$ cat src/rtl/core/amalu_pkg.sv
package amalu_pkg;

    localparam int ADDR_WORDS   = 256;
    localparam int ADDR_BITS    = (ADDR_WORDS > 1) ? $clog2(ADDR_WORDS) : 1;
    localparam int WORD_BITS    = 32;
    localparam int MODE_BITS    = 4;
    localparam int IN_ADDR_BITS = 8;

    typedef logic [ADDR_BITS-1:0] word_addr_t;
    typedef logic [WORD_BITS-1:0] word_t;

    typedef enum logic [MODE_BITS-1:0] {
        MODE_ADD     = 4'd0,
        MODE_SUB     = 4'd1,
        MODE_INC     = 4'd2,
        MODE_DEC     = 4'd3,
        MODE_XCHG    = 4'd4,
        MODE_CMPXCHG = 4'd5,
        MODE_SMIN    = 4'd6,
        MODE_SMAX    = 4'd7,
        MODE_UMIN    = 4'd8,
        MODE_UMAX    = 4'd9,
        MODE_AND     = 4'd10,
        MODE_OR      = 4'd11,
        MODE_XOR     = 4'd12
    } mode_t;

    typedef struct packed {
        logic       en;
        word_addr_t addr;
        word_t      data;
    } wr_port_t;

    // Reduces a request address modulo the memory depth by restoring subtraction.
    function automatic word_addr_t wrap_address(logic [IN_ADDR_BITS-1:0] a);
        logic [31:0] rem;
        rem = 32'(a);
        for (int k = IN_ADDR_BITS - 1; k >= 0; k--) begin
            if (rem >= (32'(ADDR_WORDS) << k)) begin
                rem = rem - (32'(ADDR_WORDS) << k);
            end
        end
        return word_addr_t'(rem);
    endfunction

endpackage

$ cat src/rtl/core/amalu_op.sv
module amalu_op
    import amalu_pkg::*;
(
    input  logic [MODE_BITS-1:0] mode,
    input  word_t                old_word,
    input  word_t                operand,
    input  word_t                compare_value,
    output word_t                new_word
);

    always_comb begin
        case (mode)
            MODE_ADD:     new_word = old_word + operand;
            MODE_SUB:     new_word = old_word - operand;
            MODE_INC:     new_word = old_word + word_t'(1);
            MODE_DEC:     new_word = old_word - word_t'(1);
            MODE_XCHG:    new_word = operand;
            MODE_CMPXCHG: new_word = (old_word == compare_value) ? operand : old_word;
            MODE_SMIN:    new_word = ($signed(operand) < $signed(old_word)) ? operand : old_word;
            MODE_SMAX:    new_word = ($signed(old_word) < $signed(operand)) ? operand : old_word;
            MODE_UMIN:    new_word = (operand < old_word) ? operand : old_word;
            MODE_UMAX:    new_word = (operand > old_word) ? operand : old_word;
            MODE_AND:     new_word = old_word & operand;
            MODE_OR:      new_word = old_word | operand;
            MODE_XOR:     new_word = old_word ^ operand;
            default:      new_word = old_word;
        endcase
    end

endmodule
$ cat config.mk
export PLATFORM = sky130hd
export DESIGN_NAME = amalu_op
export DESIGN_NICKNAME = d
export VERILOG_FILES = /design/src/rtl/core/amalu_pkg.sv /design/src/rtl/core/amalu_op.sv
export SDC_FILE = /design/constraint.sdc
export NUM_CORES = 1
export LEC_CHECK = 0
export BUFFER_PORTS_ARGS = -buffer_cell sky130_fd_sc_hd__buf_2
export CORE_MARGIN = 8
export CORE_UTILIZATION = 65
export DETAILED_ROUTE_END_ITERATION = 7
export PLACE_DENSITY = 0.95
export SYNTH_ARGS = -nofsm -noshare
export SYNTH_HDL_FRONTEND = slang
export SYNTH_SLANG_ARGS = --single-unit
export TNS_END_PERCENT = 100
$ cat constraint.sdc
create_clock -name vclk -period 8.35
set_clock_uncertainty 0.15 [all_clocks]
set_input_delay 0 -clock vclk [all_inputs]
set_output_delay 0 -clock vclk [all_outputs]
set_load 0.03 [all_outputs]
==> flow_metrics.py <==
metrics = {
    "logic_synthesis": {
        "synth_cells": 1253,
        "synth.net_count": 1515,
        "yosysUniqueCellTypes": 79,
        "ys_seq_area_share_pct": 0,
        "synth_area_leaders": "ha_1 (23%), a21oi_1 (7.8%), xnor2_1 (6.2%)",
        "ys_top_cells_by_count": "ha_1 (160), a21oi_1 (134), nor2_1 (117)",
        "synth.top_cell.area_share_pct": 23.20,
        "syn_area_sq_um": 8628,
        "yosysWarnings": 0,
        "synth.most_common_cell": "ha_1",
        "synth_area_per_cell_sq_um": 6.886,
        "yosysTopAreaCell": "ha_1",
    },
    "placement": {
        "place_congestion": 1.119,
        "numPortBuffers": 132,
        "placed_area_sq_um": 9379,
        "hpwlAfterDp_um": 27970,
    },
    "floorplan": {
        "core_area_sq_um": 13090,
        "fp-row-count": 42,
        "ios": 132,
        "start_util_pct": 65.94,
        "die_h_um": 131.2,
        "die_w_um": 131.2,
        "dieArea_sq_um": 17220,
    },
    "finish": {
        "finalInstanceArea_sq_um": 9379,
        "regArea_sq_um": 0,
        "syn_to_final_growth_pct": 8.701,
        "n_clock_buffer": 0,
        "seq_cells": 0,
        "nets": 1605,
        "drive_above_1_share_pct": 14.02,
        "antenna_cells": 0,
    },
    "timing": {
        "fmax_mhz": 191.2,
        "finalMaxSlewViolations": 0,
        "fin_tns_setup_ns": 0,
        "slew_headroom_pct": 16.56,
        "finalHoldViolCount": 0,
        "rsz0062_at_grt": "false",
        "period_share_pct": 62.64,
        "finalCriticalPeriod_ns": 5.231,
        "holdWs_ns": 0.3384,
        "worst_slew_pin_slew_ns": 1.242,
        "setup_viol_count_final": 0,
    },
    "clock_network": {
        "hold_buffers": 0,
        "postCtsSetupBuffers": 0,
        "cts.repair.resized": 0,
    },
    "drt": {
        "vias_per_cell": 7.252,
        "drcViolationCount": 0,
        "num_vias": 11002,
        "drtIter0Drc": 1493,
        "wirelength_um": 37280,
        "drtAntennaViolNets": 0,
        "drt-pass1-iter-count": 6,
        "routedWlPerCell_um": 24.57,
    },
    "pwr": {
        "power_density_nw_per_um2": 83.39,
        "leakagePower_nw": 4.315,
        "max-vdd-ir-drop_uv": 49.53,
    },
    "job": {
        "cap_violations": 0,
    },
    "critical_path": {
        "endpoint_kind": "output pin",
        "path_class": "primary input to output pin",
        "required_ns": 8.20,
        "start_kind": "primary input",
        "cp_max_fo": 10,
        "cp_data_arrival_time_ns": 5.08,
    },
    "global_routing": {
        "grt_pass1_vias": 10514,
        "antenna_found_initial": 0,
        "grt_max_degree": 34,
        "track_usage_pct": 40.08,
        "grt_first_pass_wirelength_um": 56750,
        "grt_remaining_overflow": 0,
    },
    "run_status": {
        "status": "finished, final reports clean",
    },
    "min_path": {
        "min_path_type": "primary input to output pin",
        "min_delay_path_depth": 3,
        "whs_endpoint": "new_word[8]",
        "min_from": "old_word[8]",
    },
}
## report_power, final
part,internal (W),switching [W]
registers,0,0
logic,0.000271,0.000511
clock network,0,0
## worst max-delay path, cell delays in order
cell,delay [ns]
buf_2,0.22
inv_1,0.10
ha_1,0.39
nor4_1,0.94
and4_1,0.47
a21boi_0,0.45
o31ai_1,0.17
nand2_1,0.11
o21ai_1,0.33
nor3_1,1.07
a221oi_1,0.24
a21o_1,0.26
o21ai_0,0.09
buf_2,0.24
## layer usage
layer	share of wire, %	global-route usage [%]
met2	41	61.44
met5	0	0
met3	15	12.16
met1	34	46.59
met4	9.2	29.18
## cell families (layout without fill, tap and decap cells)
kind of cell	after synthesis	in the layout	share of synthesized area (%)
compound gates	458	458	36.12
xor+xnor	105	105	10.66
fa+ha+maj	162	162	23.67
buf+inv	155	243	6.960
mux	13	13	1.523
simple gates	360	360	21.07
## cell usage in the layout (no fill, tap or decap), types with 5 or more instances in the layout
master       n
nor3_1      15
a221oi_1    28
a31o_2       5
buf_2      132
xnor2_1     61
or4_4        5
mux2i_1     12
a211oi_1    14
nor2_2       5
nor4_1      32
o21ai_0     78
o211ai_1    10
and2_1       6
o221ai_1    14
o2111ai_1    6
and3_1       9
nor2_1     112
or4_1        6
nand4_1     13
nand2_1     66
a21oi_1    134
a2bb2oi_1    7
inv_1       99
buf_4       11
a2111oi_0    8
or2_2        7
a21o_1      23
o22ai_1      8
nor2b_1     21
xor2_1      44
a21boi_0     6
ha_1       160
nand2b_1    14
a31oi_1     16
a221o_1     13
nand3_1     27
o31ai_1     24
o21a_1       5
o21bai_1    13
## worst max path at each step
stage	cells past startpoint	end	start	slack [ns]
final	14	new_word[1]	old_word[14]	3.12
after detailed placement	19	new_word[30]	mode[3]	3.42
after global routing	19	new_word[30]	mode[3]	2.98
after floorplan	19	new_word[28]	operand[10]	3.85
after CTS	19	new_word[30]	mode[3]	3.41
after global placement	17	new_word[23]	mode[3]	3.45
## layout make-up
class | instances | area, sq um
fill | 1149 | 3706
inverter | 100 | 375.4
multi-input combinational | 1098 | 8040
tap | 176 | 220.2
timing repair buffer | 143 | 743.2
## through the flow
stage / total power (W) / std cells / setup WS, ns / utilization, %
finish: 0.0007821 / 1517 / 3.119 / 71.68
global route: 0.0008272 / 1517 / 2.976 / 71.68
CTS: 0.0007460 / 1517 / 3.407 / 71.68
detailed placement: 0.0007420 / 1517 / 3.419 / 71.68
global placement: 0.0007324 / 1517 / 3.450 / 71.68
floorplan: 0.0005141 / 1253 / 3.854 / -
Power figures use the tool's default switching activity.
